[src/rtl/core/rth_pkg.sv]
// rth_pkg: shared types and constants for the rgb to hsv converter
// holds channel widths, the pipeline stage record and the hue sector codes
// no dependencies
package rth_pkg;

  localparam int CH_W       = 8;
  localparam int NUM_W      = 16;
  localparam int DEG_W      = 9;
  localparam int X17_W      = 13;
  localparam int NUM_STAGES = 12;

  // stage map: 0 min/max, 1 numerators, 2..9 divider steps, 10 degrees, 11 hue scale
  localparam int DIV_FIRST  = 2;
  localparam int DIV_STEPS  = 8;
  localparam int DEG_STAGE  = DIV_FIRST + DIV_STEPS;
  localparam int HUE_STAGE  = DEG_STAGE + 1;

  localparam logic [DEG_W-1:0] OFF_RED_POS = 9'd0;
  localparam logic [DEG_W-1:0] OFF_RED_NEG = 9'd360;
  localparam logic [DEG_W-1:0] OFF_GREEN   = 9'd120;
  localparam logic [DEG_W-1:0] OFF_BLUE    = 9'd240;

  localparam logic [NUM_W-1:0] RECIP3      = 16'd683;  // 2^11 / 3 rounded up

  typedef enum logic [1:0] {
    SEC_RED,
    SEC_GREEN,
    SEC_BLUE
  } sector_e;

  typedef struct packed {
    logic [CH_W-1:0]  mx;
    logic [CH_W-1:0]  delta;
    logic [CH_W-1:0]  diff;
    logic             neg;
    sector_e          sector;
    logic             zero_d;
    logic [NUM_W-1:0] rem_h;
    logic [CH_W-1:0]  q_h;
    logic [NUM_W-1:0] rem_s;
    logic [CH_W-1:0]  q_s;
    logic [X17_W-1:0] deg_x17;
    logic [CH_W-1:0]  hue;
  } stage_t;

endpackage

[src/rtl/core/rth_rgb_if.sv]
// rth_rgb_if: valid/ready channel carrying one rgb pixel per transaction
// depends on rth_pkg for the channel width
interface rth_rgb_if;
  logic                   valid;
  logic                   ready;
  logic [rth_pkg::CH_W-1:0] red;
  logic [rth_pkg::CH_W-1:0] green;
  logic [rth_pkg::CH_W-1:0] blue;

  modport source (output valid, output red, output green, output blue, input ready);
  modport sink   (input valid, input red, input green, input blue, output ready);
endinterface

[src/rtl/core/rth_hsv_if.sv]
// rth_hsv_if: valid/ready channel carrying one hsv pixel per transaction
// depends on rth_pkg for the channel width
interface rth_hsv_if;
  logic                   valid;
  logic                   ready;
  logic [rth_pkg::CH_W-1:0] hue;
  logic [rth_pkg::CH_W-1:0] saturation;
  logic [rth_pkg::CH_W-1:0] value;

  modport source (output valid, output hue, output saturation, output value, input ready);
  modport sink   (input valid, input hue, input saturation, input value, output ready);
endinterface

[src/rtl/core/rgb_to_hsv_converter.sv]
// rgb_to_hsv_converter: pipelined 8-bit rgb to hsv conversion
// depends on rth_pkg, rth_rgb_if and rth_hsv_if
// throughput: one pixel per cycle while the output is taken; two restoring dividers
//   each retire one quotient bit per stage over eight stages, every stage holds its
//   own valid bit
// stalls fill bubbles first; a full pipeline holds until the output is taken
// reset (rst_ni low, asynchronous) clears all stage valid bits, no other state
module rgb_to_hsv_converter (
  input  logic      clk_i,
  input  logic      rst_ni,
  rth_rgb_if.sink   rgb_i,
  rth_hsv_if.source hsv_o
);
  import rth_pkg::*;

  stage_t               stg_q [NUM_STAGES];
  stage_t               stg_d [NUM_STAGES];
  logic [NUM_STAGES-1:0] v_q, v_d;
  logic [NUM_STAGES:0]   rdy;
  stage_t               front;

  // front end: max, min, sector and signed difference
  always_comb begin
    logic [CH_W-1:0] r, g, b, mx, mn;
    r = rgb_i.red;
    g = rgb_i.green;
    b = rgb_i.blue;
    mx = r;
    mn = r;
    if (g > mx) mx = g;
    if (b > mx) mx = b;
    if (g < mn) mn = g;
    if (b < mn) mn = b;
    front        = '0;
    front.mx     = mx;
    front.delta  = mx - mn;
    front.zero_d = (mx == mn);
    if (r == mx) begin
      front.sector = SEC_RED;
      front.neg    = (g < b);
      front.diff   = (g >= b) ? g - b : b - g;
    end else if (g == mx) begin
      front.sector = SEC_GREEN;
      front.neg    = (b < r);
      front.diff   = (b >= r) ? b - r : r - b;
    end else begin
      front.sector = SEC_BLUE;
      front.neg    = (r < g);
      front.diff   = (r >= g) ? r - g : g - r;
    end
  end

  always_comb begin
    logic [NUM_W-1:0] d16, diff16, dvs_h, dvs_s;
    logic [DEG_W-1:0] off, deg;
    logic [9:0]       x3;
    logic [19:0]      prod;

    stg_d[0] = front;

    // numerators: 60*|diff| for hue, 255*delta for saturation
    stg_d[1]       = stg_q[0];
    d16            = NUM_W'(stg_q[0].delta);
    diff16         = NUM_W'(stg_q[0].diff);
    stg_d[1].rem_h = (diff16 << 6) - (diff16 << 2);
    stg_d[1].rem_s = (d16 << 8) - d16;
    stg_d[1].q_h   = '0;
    stg_d[1].q_s   = '0;

    // one restoring division step per stage, msb first
    for (int i = DIV_FIRST; i < DEG_STAGE; i++) begin
      stg_d[i] = stg_q[i-1];
      dvs_h = NUM_W'(stg_q[i-1].delta) << (DEG_STAGE - 1 - i);
      dvs_s = NUM_W'(stg_q[i-1].mx) << (DEG_STAGE - 1 - i);
      if (stg_q[i-1].rem_h >= dvs_h) begin
        stg_d[i].rem_h = stg_q[i-1].rem_h - dvs_h;
        stg_d[i].q_h   = stg_q[i-1].q_h | CH_W'(1 << (DEG_STAGE - 1 - i));
      end
      if (stg_q[i-1].rem_s >= dvs_s) begin
        stg_d[i].rem_s = stg_q[i-1].rem_s - dvs_s;
        stg_d[i].q_s   = stg_q[i-1].q_s | CH_W'(1 << (DEG_STAGE - 1 - i));
      end
    end

    // degrees from sector offset; a negative term rounds toward minus infinity
    stg_d[DEG_STAGE] = stg_q[DEG_STAGE-1];
    case (stg_q[DEG_STAGE-1].sector)
      SEC_RED:   off = stg_q[DEG_STAGE-1].neg ? OFF_RED_NEG : OFF_RED_POS;
      SEC_GREEN: off = OFF_GREEN;
      SEC_BLUE:  off = OFF_BLUE;
      default:   off = OFF_RED_POS;
    endcase
    if (stg_q[DEG_STAGE-1].zero_d) begin
      deg = '0;
    end else if (stg_q[DEG_STAGE-1].neg) begin
      deg = off - DEG_W'(stg_q[DEG_STAGE-1].q_h)
                - DEG_W'(stg_q[DEG_STAGE-1].rem_h != '0);
    end else begin
      deg = off + DEG_W'(stg_q[DEG_STAGE-1].q_h);
    end
    // deg*255/360 = deg*17/24
    stg_d[DEG_STAGE].deg_x17 = (X17_W'(deg) << 4) + X17_W'(deg);
    if (stg_q[DEG_STAGE-1].zero_d) stg_d[DEG_STAGE].q_s = '0;

    // divide by 24: shift by 3, then reciprocal multiply for the 3
    stg_d[HUE_STAGE] = stg_q[HUE_STAGE-1];
    x3   = stg_q[HUE_STAGE-1].deg_x17[X17_W-1:3];
    prod = 20'(x3) * 20'(RECIP3);
    stg_d[HUE_STAGE].hue = prod[18:11];
  end

  // a stage can load when it is empty or its content moves on
  always_comb begin
    rdy[NUM_STAGES] = hsv_o.ready;
    for (int i = NUM_STAGES - 1; i >= 0; i--) begin
      rdy[i] = !v_q[i] || rdy[i+1];
    end
    if (rdy[0]) v_d[0] = rgb_i.valid;
    else        v_d[0] = v_q[0];
    for (int i = 1; i < NUM_STAGES; i++) begin
      if (rdy[i]) v_d[i] = v_q[i-1];
      else        v_d[i] = v_q[i];
    end
  end

  always_ff @(posedge clk_i or negedge rst_ni) begin
    if (!rst_ni) begin
      v_q <= '0;
    end else begin
      v_q <= v_d;
    end
  end

  always_ff @(posedge clk_i) begin
    for (int i = 0; i < NUM_STAGES; i++) begin
      if (rdy[i]) stg_q[i] <= stg_d[i];
    end
  end

  assign rgb_i.ready      = rdy[0];
  assign hsv_o.valid      = v_q[NUM_STAGES-1];
  assign hsv_o.hue        = stg_q[NUM_STAGES-1].hue;
  assign hsv_o.saturation = stg_q[NUM_STAGES-1].q_s;
  assign hsv_o.value      = stg_q[NUM_STAGES-1].mx;

endmodule

[src/flat_wrapper.sv]
// flat-port wrapper written by rule: the top's interface ports become plain ports
module rgb_to_hsv_converter_flat import rth_pkg::*;
  (clk_i, rst_ni, rgb_i_valid, rgb_i_red, rgb_i_green, rgb_i_blue, rgb_i_ready, hsv_o_valid, hsv_o_hue, hsv_o_saturation, hsv_o_value, hsv_o_ready);
  rth_rgb_if rgb_i_i ();
  rth_hsv_if hsv_o_i ();
  input  logic clk_i;
  input  logic rst_ni;
  input wire logic [$bits(rgb_i_i.valid)-1:0] rgb_i_valid;
  input wire logic [$bits(rgb_i_i.red)-1:0] rgb_i_red;
  input wire logic [$bits(rgb_i_i.green)-1:0] rgb_i_green;
  input wire logic [$bits(rgb_i_i.blue)-1:0] rgb_i_blue;
  output wire logic [$bits(rgb_i_i.ready)-1:0] rgb_i_ready;
  output wire logic [$bits(hsv_o_i.valid)-1:0] hsv_o_valid;
  output wire logic [$bits(hsv_o_i.hue)-1:0] hsv_o_hue;
  output wire logic [$bits(hsv_o_i.saturation)-1:0] hsv_o_saturation;
  output wire logic [$bits(hsv_o_i.value)-1:0] hsv_o_value;
  input wire logic [$bits(hsv_o_i.ready)-1:0] hsv_o_ready;
  assign rgb_i_i.valid = rgb_i_valid;
  assign rgb_i_i.red = rgb_i_red;
  assign rgb_i_i.green = rgb_i_green;
  assign rgb_i_i.blue = rgb_i_blue;
  assign rgb_i_ready = rgb_i_i.ready;
  assign hsv_o_valid = hsv_o_i.valid;
  assign hsv_o_hue = hsv_o_i.hue;
  assign hsv_o_saturation = hsv_o_i.saturation;
  assign hsv_o_value = hsv_o_i.value;
  assign hsv_o_i.ready = hsv_o_ready;
  rgb_to_hsv_converter u_core (.clk_i(clk_i), .rst_ni(rst_ni), .rgb_i(rgb_i_i), .hsv_o(hsv_o_i));
endmodule
[config.mk]
export PLATFORM = sky130hd
export DESIGN_NAME = rgb_to_hsv_converter_flat
export DESIGN_NICKNAME = d
export VERILOG_FILES = /design/src/rtl/core/rth_pkg.sv /design/src/rtl/core/rth_rgb_if.sv /design/src/rtl/core/rth_hsv_if.sv /design/src/rtl/core/rgb_to_hsv_converter.sv /design/src/flat_wrapper.sv
export SDC_FILE = /design/constraint.sdc
export NUM_CORES = 1
export LEC_CHECK = 0
export BUFFER_PORTS_ARGS = -buffer_cell sky130_fd_sc_hd__buf_4
export CELL_PAD_IN_SITES_DETAIL_PLACEMENT = 1
export CELL_PAD_IN_SITES_GLOBAL_PLACEMENT = 2
export CORE_UTILIZATION = 45
export DETAILED_ROUTE_END_ITERATION = 16
export PLACE_DENSITY_LB_ADDON = 0.1
export SYNTH_ARGS = -nofsm -noshare
export SYNTH_HDL_FRONTEND = slang
export SYNTH_SLANG_ARGS = --single-unit
[constraint.sdc]
create_clock -name clk_i -period 9.8 [get_ports clk_i]
set_clock_uncertainty 0.2 [all_clocks]
set_input_delay 0.49 -clock clk_i [delete_from_list [all_inputs] [get_ports clk_i]]
set_output_delay 0.49 -clock clk_i [all_outputs]
set_load 0.005 [all_outputs]
# == Word-level counts from Yosys, hierarchy flattened ==
# Memories as Yosys holds them, arrays and structs flattened.
# Index checks and enable logic that the tools add are counted.
# totals
ff_bits,12
ram_bits,1164
wordCells,154
n_memories,1
# mem_list
name,depth,width,read_ports,rd_clocked_by_memory_dff,write_ports,line_no,rtl
u_core.stg_q,12,97,12,0,12,rgb_to_hsv_converter.sv:16,stage_t stg_q [NUM_STAGES];
# op_classes
n_addsub,29
mul,1
n_lt_le_gt_ge,26
n_eq_ne,5
n_mux,54
n_reduce_logical,26
# ops
cell,n
$mux 24,16
$mux 8,8
$sub 8x8->8,7
$sub 16x8->16,3
$lt 8x8->1,5
$ge 16x10->1,2
$ge 16x11->1,2
$ge 16x12->1,2
$ge 16x13->1,2
$ge 16x14->1,2
$ge 16x15->1,2
$ge 16x8->1,2
$ge 16x9->1,2
$sub 16x10->16,2
$sub 16x11->16,2
$sub 16x12->16,2
$sub 16x13->16,2
$sub 16x14->16,2
$sub 16x15->16,2
$sub 16x9->16,2
$mux 9,3
$pmux 9 s3,1
$eq 8x8->1,3
$ge 8x8->1,3
15 further kinds,62

# == Logic depth before layout (Yosys ltp) ==
# Gate-level depths: netlist of run 1.
# logic_depth
word_depth,15
depth_mapped,29
mapped_depth_nobuf,25

# == Worst setup path before layout of run 1 ==
# Ideal clock, no wire load.
# synth_timing
path_type,in2reg
start,input port hsv_o_ready
end,memory u_core.stg_q[0][127] (netlist name) (enable)
t_arrival_ns,6.438
required_ns,9.012
path_slack_ns,2.573
path_stages,8
path_buffers,0
cell_sequence,nand2b_1 -> nor2_1 -> and3_1 -> nand3_1 -> nor2_1 -> nand3_1 -> nor2_1 -> nand2_1
# synth_lines
item,line_no,rtl
from (decl),flat_wrapper.sv:17,input wire logic [$bits(hsv_o_i.ready)-1:0] hsv_o_ready;
to (decl),rgb_to_hsv_converter.sv:16,

==> metrics.yaml, run 1 <==
status: "completed"
final_area_sq_um: 36000
synthTopCellsByCount: "edfxtp_1, inv_1, ha_1"
numCtsBuffers: 68
slowest_stage: "o21a_1"
async_reset_ff_share_pct: 2.06
timing.fmax_mhz: 152
die_area_sq_um: 72900
crit_type: "in2reg"
wl_per_cell_um: 19.0
syn2layout_area_growth_pct: 11.3
detailed_place_hpwl_um: 56200
ys.flop_type: "edfxtp_1"
setup_violations: 0
r2r_cells: 18
clockBufferDepth: 3
pin_count: 54
worstMarginPinSlew_ns: 1.13
grt_overflow: 0
avgSynthCellArea_sq_um: 12.0
critPathArrivalTime_ns: 6.70
n_fill_cell: 7291
rsz0062_at_grt: "false"
grt_max_degree: 62
ys.warnings.count: 0
dpl_cell_area_sq_um: 33700
cts_tree: "yes"
slew_headroom_pct: 24.6
synthesis.nets: 3052
pre_cts_ws_ns: 2.60
regToRegEndpoint: "u_core.stg_q[2][212]"
grt_pass1_wl_um: 116000
gp_congestion: 0.854
antenna_found_initial: 0
synth_cell_type_count: 90
grt_pass1_vias: 22000
seq_area_frac_synth_pct: 53.9
worstPathCellList: "buf_4, inv_1, ha_1, fa_1, nand3b_1, a21oi_2, o21ai_4, o21ai_0, inv_1, ha_1, a21oi_1, nor2b_1, o21ai_0, nand2b_1, a211oi_1, o21a_1, nor3_1, or2_4, clkinv_4, xnor2_1, nor4_1, nand4_1, mux2_1"
slowest_delay_ns: 0.79
fin_crit_sh_pct: 67.0
routed_wirelength_um: 71600
h-tree-depth: 3
startpoint_type: "primary input"
netlist_area_sq_um: 32300
coreArea_sq_um: 70500
synth_seq_cells: 582
worstPathRequired_ns: 9.93
r2r-start: "u_core.stg_q[2][169]"
grt_usage_pct: 20.0
fp.dieH_um: 270
synthDominantCellAreaShare_pct: 53.0
synth_top_cell_by_area: "edfxtp_1"
port_buffers: 53
cts-root-buf: "clkbuf_16"
antennaDiodeCount: 0
dr.pass1.iters: 4
final_hold_viol_count: 0
maxCapViolations: 0
synth_edf_count: 570
synth_cells: 2696
ant_nets: 0
via_per_inst: 5.30
cts_sinks: 582
ys_top_cells_by_area: "edfxtp_1, ha_1, inv_1, xnor2_1, fa_1"
r2r_slack_ns: 4.74
cp-end-kind: "register"
start_util_pct: 45.8
die_w_um: 270
timing.final.max_slew_violations: 0
layout_min_cycle_time_ns: 6.56
drive_above_1_share_pct: 8.32
drtIter0Drc: 639
clkTransAtPathRegs_ns: 0.06
vias: 20000
cts_resized: 0
num_rows: 97
setup_ws_ns: 3.24
final.setup.tns_ns: 0
hold_class: "in2async"
synth_most_common_cell: "edfxtp_1"
critPathMaxFanout: 20
clk_latency_ns: 0.61
final_nets: 3129
post-route-drc-count: 0
cell families (layout without fill, tap and decap cells):
| kind of cell | count (synthesis) | in the layout | share of synthesized area, % |
|---|---|---|---|
| muxes | 72 | 72 | 2.40 |
| AOI/OAI and AO/OA | 505 | 505 | 9.85 |
| DFF | 582 | 582 | 53.9 |
| xor gates and xnor gates | 196 | 196 | 5.34 |
| and+or+nand+nor | 627 | 627 | 9.81 |
| adders and majority gates | 330 | 330 | 13.8 |
| buffers and inverters | 384 | 513 | 4.91 |
cell usage in the layout, fill, tap and decap left out, types with 9 or more instances in the layout:
cell type,instances
mux2i_1,57
dfrtp_1,12
nor3_1,50
o21ai_0,116
edfxtp_1,570
clkinv_2,10
ha_1,284
nand2b_1,59
nand4_1,30
clkinv_1,15
nand2_1,121
o21bai_1,13
and2_1,11
a211oi_1,18
inv_1,315
or3_1,9
a21oi_1,170
a21o_1,85
buf_4,69
nor4_1,25
fa_1,44
nor2b_1,53
o31ai_1,10
clkbuf_16,68
or2_2,11
nor2_1,171
xor2_1,62
xnor2_1,133
mux2_2,10
bufinv_16,10
nand3_1,32
layout make-up:
class,instances,area (sq um),share of cell area (%)
multi-input combinational,1730,13300,37.1
clock inverter,44,498,1.39
clock buffer,78,1770,4.92
timing repair buffer,71,538,1.50
inverter,320,1210,3.35
sequential,582,17400,48.4
tap,940,1180,3.27
sequential cells by signal, indices dropped and copies added, names as in the netlist:
register,flops
u_core.v_q,12
u_core.stg_q,570
layer usage:
metal | global-route usage, % | up-vias | wire length, um
met1 | 22.2 | 9853 | 28700
met4 | 6.74 | 0 | 1830
met3 | 2.49 | 108 | 1810
met5 | 0 | - | 0
met2 | 38.8 | 234 | 39300
li1 | - | 9775 | -
stage by stage:
stage,hold WS (ns),utilization [%],instances
6_report,0.0889,51.0,3765
5_1_grt,0.0963,51.0,3765
2_1_floorplan,-0.00559,-,2696
3_3_place_gp,0.152,47.7,3641
4_1_cts,0.0600,51.0,3765
3_5_place_dp,0.161,47.7,3641
timing repair:
item	CTS	global route
setup buffers	0	0
hold buffers	2	0
endpoints found under the hold margin	13	0
critical path, delay by kind of cell:
family / cells / cell delay [ns]
adders and majority gates: 3 / 0.85
xor gates and xnor gates: 1 / 0.06
AOI/OAI and AO/OA: 7 / 2.44
buffers and inverters: 4 / 0.38
and+or+nand+nor: 7 / 1.83
muxes: 1 / 0.59
how the worst max path moves through the flow:
stage               cells past startpoint              endpoint            from  slack [ns]
floorplan                               8  u_core.stg_q[0][127]     hsv_o_ready        2.57
global placement                       21   u_core.stg_q[0][76]  rgb_i_green[3]        2.74
detailed placement                     21   u_core.stg_q[0][76]  rgb_i_green[3]        2.60
CTS                                    21   u_core.stg_q[0][76]  rgb_i_green[3]        3.24
global route                           23   u_core.stg_q[0][76]  rgb_i_green[3]        2.66
finish                                 23   u_core.stg_q[0][76]  rgb_i_green[0]        3.24
Power of run 1 is left out: the tool's default activity adds up to more than one toggle a clock period on the data nets, which glitch-free logic cannot reach.
==> inputs of run 2 (changes only) <==
--- a/config.mk
+++ b/config.mk
@@ -8,7 +8,7 @@
 export BUFFER_PORTS_ARGS = -buffer_cell sky130_fd_sc_hd__buf_4
 export CELL_PAD_IN_SITES_DETAIL_PLACEMENT = 1
 export CELL_PAD_IN_SITES_GLOBAL_PLACEMENT = 2
-export CORE_UTILIZATION = 45
+export CORE_UTILIZATION = 40
 export DETAILED_ROUTE_END_ITERATION = 16
 export PLACE_DENSITY_LB_ADDON = 0.1
 export SYNTH_ARGS = -nofsm -noshare
==> constraint.sdc (replaced) <==
create_clock -name clk_i -period 5.5 [get_ports clk_i]
set_clock_uncertainty 0.2 [all_clocks]
set_input_delay 0.275 -clock clk_i [delete_from_list [all_inputs] [get_ports clk_i]]
set_output_delay 0.275 -clock clk_i [all_outputs]
set_load 0.005 [all_outputs]
==> run 2 against run 1 <==
Flip-flop and latch count stayed put. Wire length increased by 6.0%. First-iteration DRC count increased by 1.6%. Critical endpoint is now u_core.stg_q[2][298]. Final cell count grew 5.0%. Count of clock-buffer cells in the layout is 7 higher. Sequential share of layout area decreased by 0.98 points. Register-to-register slack worse by 4.1 ns. Non-clock buffer count is 83 higher. Via count rose by 1.6%. Die area up 12%. Worst hold slack worse by 0.020 ns. Setup slack lost 2.6 ns.
==> metrics.yaml, run 2 (synthesized netlist as in run 1, its figures left out) <==
grt_usage_pct: 18.9  # was 20.0%
r2r-start: "u_core.stg_q[2][206]"  # was u_core.stg_q[2][169]
cts_sinks: 582  # unchanged
use_met2_pct: 36.0  # was 38.8%
hold_class: "in2reg"  # was in2async
cts_tree: "yes"  # unchanged
min_from: "rgb_i_green[0]"
via_per_inst: 5.13  # was 5.30
worstPathRequired_ns: 5.62  # was 9.93 ns
routed_wirelength_um: 75900  # was 71600 um
syn2layout_area_growth_pct: 13.6  # was 11.3%
r2r_cells: 16  # was 18
rsz0062_at_grt: "false"  # unchanged
setup_violations: 0  # unchanged
largest_register_ffs: 570  # unchanged
dr.pass1.iters: 5  # was 4
regToRegEndpoint: "u_core.stg_q[2][298]"  # was u_core.stg_q[2][212]
port_buffers: 53  # unchanged
critPathArrivalTime_ns: 5.01  # was 6.70 ns
r2r_slack_ns: 0.61  # was 4.74 ns
top_register: "u_core.stg_q"  # unchanged
top_usage_layer: "met2"  # unchanged
drive_above_1_share_pct: 10.7  # was 8.32%
start_util_pct: 40.6  # was 45.8%
critPathMaxFanout: 5  # was 20
layout_common_cells: "edfxtp_1, inv_1, ha_1"  # unchanged
ant_nets: 0  # unchanged
cp-end-kind: "register"  # unchanged
fp.dieH_um: 286  # was 270 um
gp_congestion: 0.853  # was 0.854
detailed_place_hpwl_um: 60300  # was 56200 um
timing.fmax_mhz: 204
slowest_delay_ns: 0.54  # was 0.79 ns
crit_type: "reg2reg"  # was in2reg
fin_crit_sh_pct: 88.9
use_met3_pct: 2.49  # about the same
antenna_found_initial: 0  # unchanged
clkTransAtPathRegs_ns: 0.06  # about the same
worstMarginPinSlew_ns: 1.19  # was 1.13 ns
worstPathCellList: "ha_1, inv_1, fa_1, fa_1, inv_1, fa_1, ha_1, ha_1, nor3_1, a211o_1, o21ai_0, buf_4, o211a_1, o21a_1, nor2_1, xnor2_1"  # was buf_4, inv_1, ha_1, fa_1, nand3b_1, a21oi_2, o21ai_4, o21ai_0, inv_1, ha_1, a21oi_1, nor2b_1, o21ai_0, nand2b_1, a211oi_1, o21a_1, nor3_1, or2_4, clkinv_4, xnor2_1, nor4_1, nand4_1, mux2_1
slew_headroom_pct: 20.3  # was 24.6%
timing.final.max_slew_violations: 0  # unchanged
grt_max_degree: 61  # was 62
grt_pass1_vias: 22300  # was 22000
grt_overflow: 0  # unchanged
slowest_stage: "fa_1"  # was o21a_1
h-tree-depth: 3  # unchanged
die_area_sq_um: 81900  # was 72900 sq um
hold_path_depth: 3
cp.buffers_inverters: 3  # was 4
grt_pass1_wl_um: 122000  # was 116000 um
wl_per_cell_um: 19.2  # was 19.0 um
numCtsBuffers: 66  # was 68
clk_latency_ns: 0.58  # was 0.61 ns
final_hold_viol_count: 0  # unchanged
final_nets: 3210  # was 3129
cp_top_family: "adder cells"  # was compound AO/OA/AOI/OAI gates
post_cts_buffers: 0  # unchanged
cts-root-buf: "clkbuf_16"  # unchanged
maxCapViolations: 0  # unchanged
clockBufferDepth: 3  # unchanged
final.setup.tns_ns: 0  # unchanged
coreArea_sq_um: 79500  # was 70500 sq um
layout_min_cycle_time_ns: 4.89
final_core_util_pct: 46.2  # was 51.0%
pin_count: 54  # unchanged
antennaDiodeCount: 0  # unchanged
post-route-drc-count: 0  # unchanged
vias: 20300  # was 20000
mostFrequentLayoutCell: "edfxtp_1"  # unchanged
largestRegisters: "u_core.stg_q (570), u_core.v_q (12)"  # unchanged
status: "completed"  # unchanged
use_met1_pct: 22.0  # was 22.2%
die_w_um: 286  # was 270 um
num_rows: 103  # was 97
startpoint_type: "register"  # was primary input
drtIter0Drc: 649  # was 639
hold_end: "u_core.stg_q[0][73]"
crit_cells: 16  # was 23
## run 2: changes by cell type in the layout (fill, tap and decap cells not counted)
cell / delta
clkinv_2: -2
clkinv_1: -4
dlygate4sd3_1: +1
inv_6: -3
clkbuf_16: +1
clkinv_8: -1
clkbuf_1: +5
nand3_2: -1
buf_12: +2
nand3_4: +1
clkbuf_8: +1
inv_8: -1
bufinv_16: -1
buf_4: +80
## run 2: worst min-delay path: stages
cell and delay, ns:
buf_4 0.12, ha_1 0.18, mux2i_1 0.08
## run 2: repair_timing
action                                  4_1_cts  5_1_grt
gates resized for setup                       0        0
endpoints found under the hold margin        13        0
hold buffers                                  3        0
endpoints found under the setup margin        0        0
## run 2: worst max path at each step
stage / start / to
detailed placement: rgb_i_green[0] / u_core.stg_q[0][87]
global route: u_core.stg_q[2][167] / u_core.stg_q[2][212]
finish: u_core.stg_q[2][206] / u_core.stg_q[2][298]
global placement: rgb_i_green[5] / u_core.stg_q[0][88]
floorplan: hsv_o_ready / u_core.stg_q[0][69]
CTS: u_core.stg_q[2][206] / u_core.stg_q[2][298]
## run 2: layout make-up
type / instances / area, sq um
Clock buffer: 85 / 1830
Clock inverter: 32 / 389
Fill cell: 8291 / 42800
Inverter: 320 / 1210
Multi-Input combinational cell: 1730 / 13400
Sequential cell: 582 / 17400
Tap cell: 1050 / 1310
Timing Repair Buffer: 154 / 1190
## run 2: per-layer routing
metal | wire length, um | part of all wire, %
met1 | 31800 | 42
met2 | 40500 | 53
met3 | 1930 | 2.5
met4 | 1600 | 2.1
met5 | 0 | 0
## run 2: metrics by stage
stage          area [sq um]  cells  setup WS [ns]  hold slack, ns
2_1_floorplan         32300   2696          0.400          -0.221
6_report              36700   3953          0.610          0.0694
4_1_cts               36700   3953          0.548          0.0209
3_3_place_gp          34500   3833          0.273         -0.0464
3_5_place_dp          34500   3833          0.114         -0.0358
5_1_grt               36700   3953          0.258          0.0534
Power of run 2 is left out for the same reason.
==> inputs of run 3 (changes only) <==
--- a/config.mk
+++ b/config.mk
@@ -5,11 +5,12 @@
 export SDC_FILE = /design/constraint.sdc
 export NUM_CORES = 1
 export LEC_CHECK = 0
-export BUFFER_PORTS_ARGS = -buffer_cell sky130_fd_sc_hd__buf_4
 export CELL_PAD_IN_SITES_DETAIL_PLACEMENT = 1
 export CELL_PAD_IN_SITES_GLOBAL_PLACEMENT = 2
-export CORE_UTILIZATION = 40
+export CORE_MARGIN = 5
+export CORE_UTILIZATION = 41
 export DETAILED_ROUTE_END_ITERATION = 16
+export DONT_BUFFER_PORTS = 1
 export PLACE_DENSITY_LB_ADDON = 0.1
 export SYNTH_ARGS = -nofsm -noshare
 export SYNTH_HDL_FRONTEND = slang
==> run 3 against run 2 <==
Non-clock buffer count shrank 81. Critical path depth is the same. Maximum frequency shrank 1.0%. Utilization shrank 0.35 points. Register-to-register slack lost 0.05 ns. Sequential share of layout area grew 0.91 points. Highest routed layer is now met5.
==> metrics.yaml, run 3 (synthesized netlist as in run 1, its figures left out) <==
status: "completed"  # unchanged
hold_path_depth: 4  # was 3
clockBufferDepth: 3  # unchanged
antenna_found_initial: 2  # was 0
worstPathCellList: "ha_1, inv_1, fa_1, fa_1, inv_1, fa_1, ha_1, ha_1, nor3_1, a211o_1, o21ai_0, buf_4, o211a_1, o21a_1, nor2_1, xnor2_1"  # unchanged
fin_crit_sh_pct: 89.8  # was 88.9%
via_per_inst: 5.10  # was 5.13
vias: 19800  # was 20300
final_nets: 3132  # was 3210
grt_overflow: 0  # unchanged
worstPathRequired_ns: 5.64  # was 5.62 ns
placed_cells: 3745  # was 3833
setup_violations: 0  # unchanged
ant_nets: 0  # unchanged
critPathMaxFanout: 5  # unchanged
maxCapViolations: 0  # unchanged
final_hold_viol_count: 0  # unchanged
dr.pass1.iters: 5  # unchanged
min_from: "rgb_i_green[4]"  # was rgb_i_green[0]
mostFrequentLayoutCell: "edfxtp_1"  # unchanged
wl_per_cell_um: 18.7  # was 19.2 um
r2r_slack_ns: 0.56  # was 0.61 ns
worstMarginPinSlew_ns: 1.15  # was 1.19 ns
layout_min_cycle_time_ns: 4.94  # was 4.89 ns
detailed_place_hpwl_um: 58200  # was 60300 um
timing.final.max_slew_violations: 0  # unchanged
slew_headroom_pct: 22.9  # was 20.3%
clk_latency_ns: 0.59  # was 0.58 ns
die_area_sq_um: 84500  # was 81900 sq um
grt_max_degree: 61  # unchanged
final_core_util_pct: 45.8  # was 46.2%
critPathArrivalTime_ns: 5.08  # was 5.01 ns
largest_register_ffs: 570  # unchanged
grt_pass1_wl_um: 118000  # was 122000 um
gp_congestion: 0.901  # was 0.853
numCtsBuffers: 69  # was 66
regToRegEndpoint: "u_core.stg_q[2][298]"  # unchanged
grt_pass1_vias: 21900  # was 22300
r2r_cells: 16  # unchanged
largestRegisters: "u_core.stg_q (570), u_core.v_q (12)"  # unchanged
rsz0062_at_grt: "false"  # unchanged
layout_common_cells: "edfxtp_1, inv_1, ha_1"  # unchanged
slowest_delay_ns: 0.55  # was 0.54 ns
final_cells: 3877  # was 3953
cp.buffers_inverters: 3  # unchanged
cts_tree: "yes"  # unchanged
antennaDiodeCount: 0  # unchanged
routed_wirelength_um: 72700  # was 75900 um
drtIter0Drc: 837  # was 649
cp_top_family: "adder cells"  # unchanged
cts-root-buf: "clkbuf_16"  # unchanged
h-tree-depth: 3  # unchanged
startpoint_type: "register"  # unchanged
syn2layout_area_growth_pct: 11.4  # was 13.6%
pin_count: 54  # unchanged
final.setup.tns_ns: 0  # unchanged
coreArea_sq_um: 78600  # was 79500 sq um
fp.dieH_um: 291  # was 286 um
clkTransAtPathRegs_ns: 0.06  # about the same
pre_cts_ws_ns: 0.0402  # was 0.114 ns
hold_end: "u_core.stg_q[0][70]"  # was u_core.stg_q[0][73]
start_util_pct: 41.1  # was 40.6%
crit_type: "reg2reg"  # unchanged
top_register: "u_core.stg_q"  # unchanged
slowest_stage: "fa_1"  # unchanged
cp-end-kind: "register"  # unchanged
r2r-start: "u_core.stg_q[2][206]"  # unchanged
grt_usage_pct: 17.2  # was 18.9%
hold_class: "in2reg"  # unchanged
post-route-drc-count: 0  # unchanged
n_fill_cell: 8231  # was 8291
timing.fmax_mhz: 202  # was 204 MHz
die_w_um: 291  # was 286 um
drive_above_1_share_pct: 8.14  # was 10.7%
port_buffers: 0  # was 53
cts_resized: 0  # unchanged
num_rows: 103  # unchanged
cts_sinks: 582  # unchanged
setup_ws_ns: 0.559  # was 0.610 ns
==> run 3: cell count changes in the layout (fill, tap and decap cells not counted), sizes merged <==
cell         before  now
inv             320  323
clkinvlp          2    1
bufinv            9    2
clkbuf           85   79
buf             151   63
clkinv           21   37
dlygate4sd3       3   10
==> run 3: worst max path at each step <==
stage,slack [ns],depth (start not counted),start,end
6_report,0.56,16,u_core.stg_q[2][206],u_core.stg_q[2][298]
5_1_grt,0.18,20,rgb_i_green[5],u_core.stg_q[0][88]
2_1_floorplan,0.40,8,hsv_o_ready,u_core.stg_q[0][69]
3_3_place_gp,0.20,20,rgb_i_green[5],u_core.stg_q[0][88]
4_1_cts,0.52,16,u_core.stg_q[2][206],u_core.stg_q[2][298]
3_5_place_dp,0.04,20,rgb_i_green[5],u_core.stg_q[0][88]
==> run 3: repair_timing <==
item	in CTS	in global routing
hold endpoints to repair	20	0
setup endpoints to repair	0	0
hold buffers	10	0
buffers inserted	0	0
==> run 3: final cells by class <==
cell class	instances	area (sq um)	share of cell area, %
Clock buffer	79	1810	5.02
Multi-Input combinational cell	1730	13400	37.1
Timing Repair Buffer	73	611	1.70
Sequential cell	582	17400	48.4
Inverter	320	1210	3.35
Tap cell	1050	1310	3.65
Clock inverter	43	298	0.827
==> run 3: per-layer routing <==
| layer | vias up | part of all wire, % | GRT usage, % |
|---|---|---|---|
| met5 | - | 0.029 | 0 |
| met1 | 9644 | 40 | 19.4 |
| met4 | 4 | 2.8 | 5.63 |
| met3 | 125 | 3.0 | 2.61 |
| li1 | 9793 | - | - |
| met2 | 222 | 54 | 33.0 |
==> run 3: per-stage QoR <==
| step | cell area [sq um] | hold WS (ns) |
|---|---|---|
| after detailed placement | 33800 | -0.218 |
| after floorplan | 32300 | -0.221 |
| after CTS | 36000 | 0.0142 |
| after global routing | 36000 | 0.0412 |
| final | 36000 | 0.0427 |
| after global placement | 33800 | -0.218 |
==> run 3: worst min-delay path, cell delays in order <==
cell and delay [ns]:
xnor2_1 0.05, nand4_1 0.08, buf_4 0.17, nor2b_1 0.06
Power of run 3 is left out for the same reason.
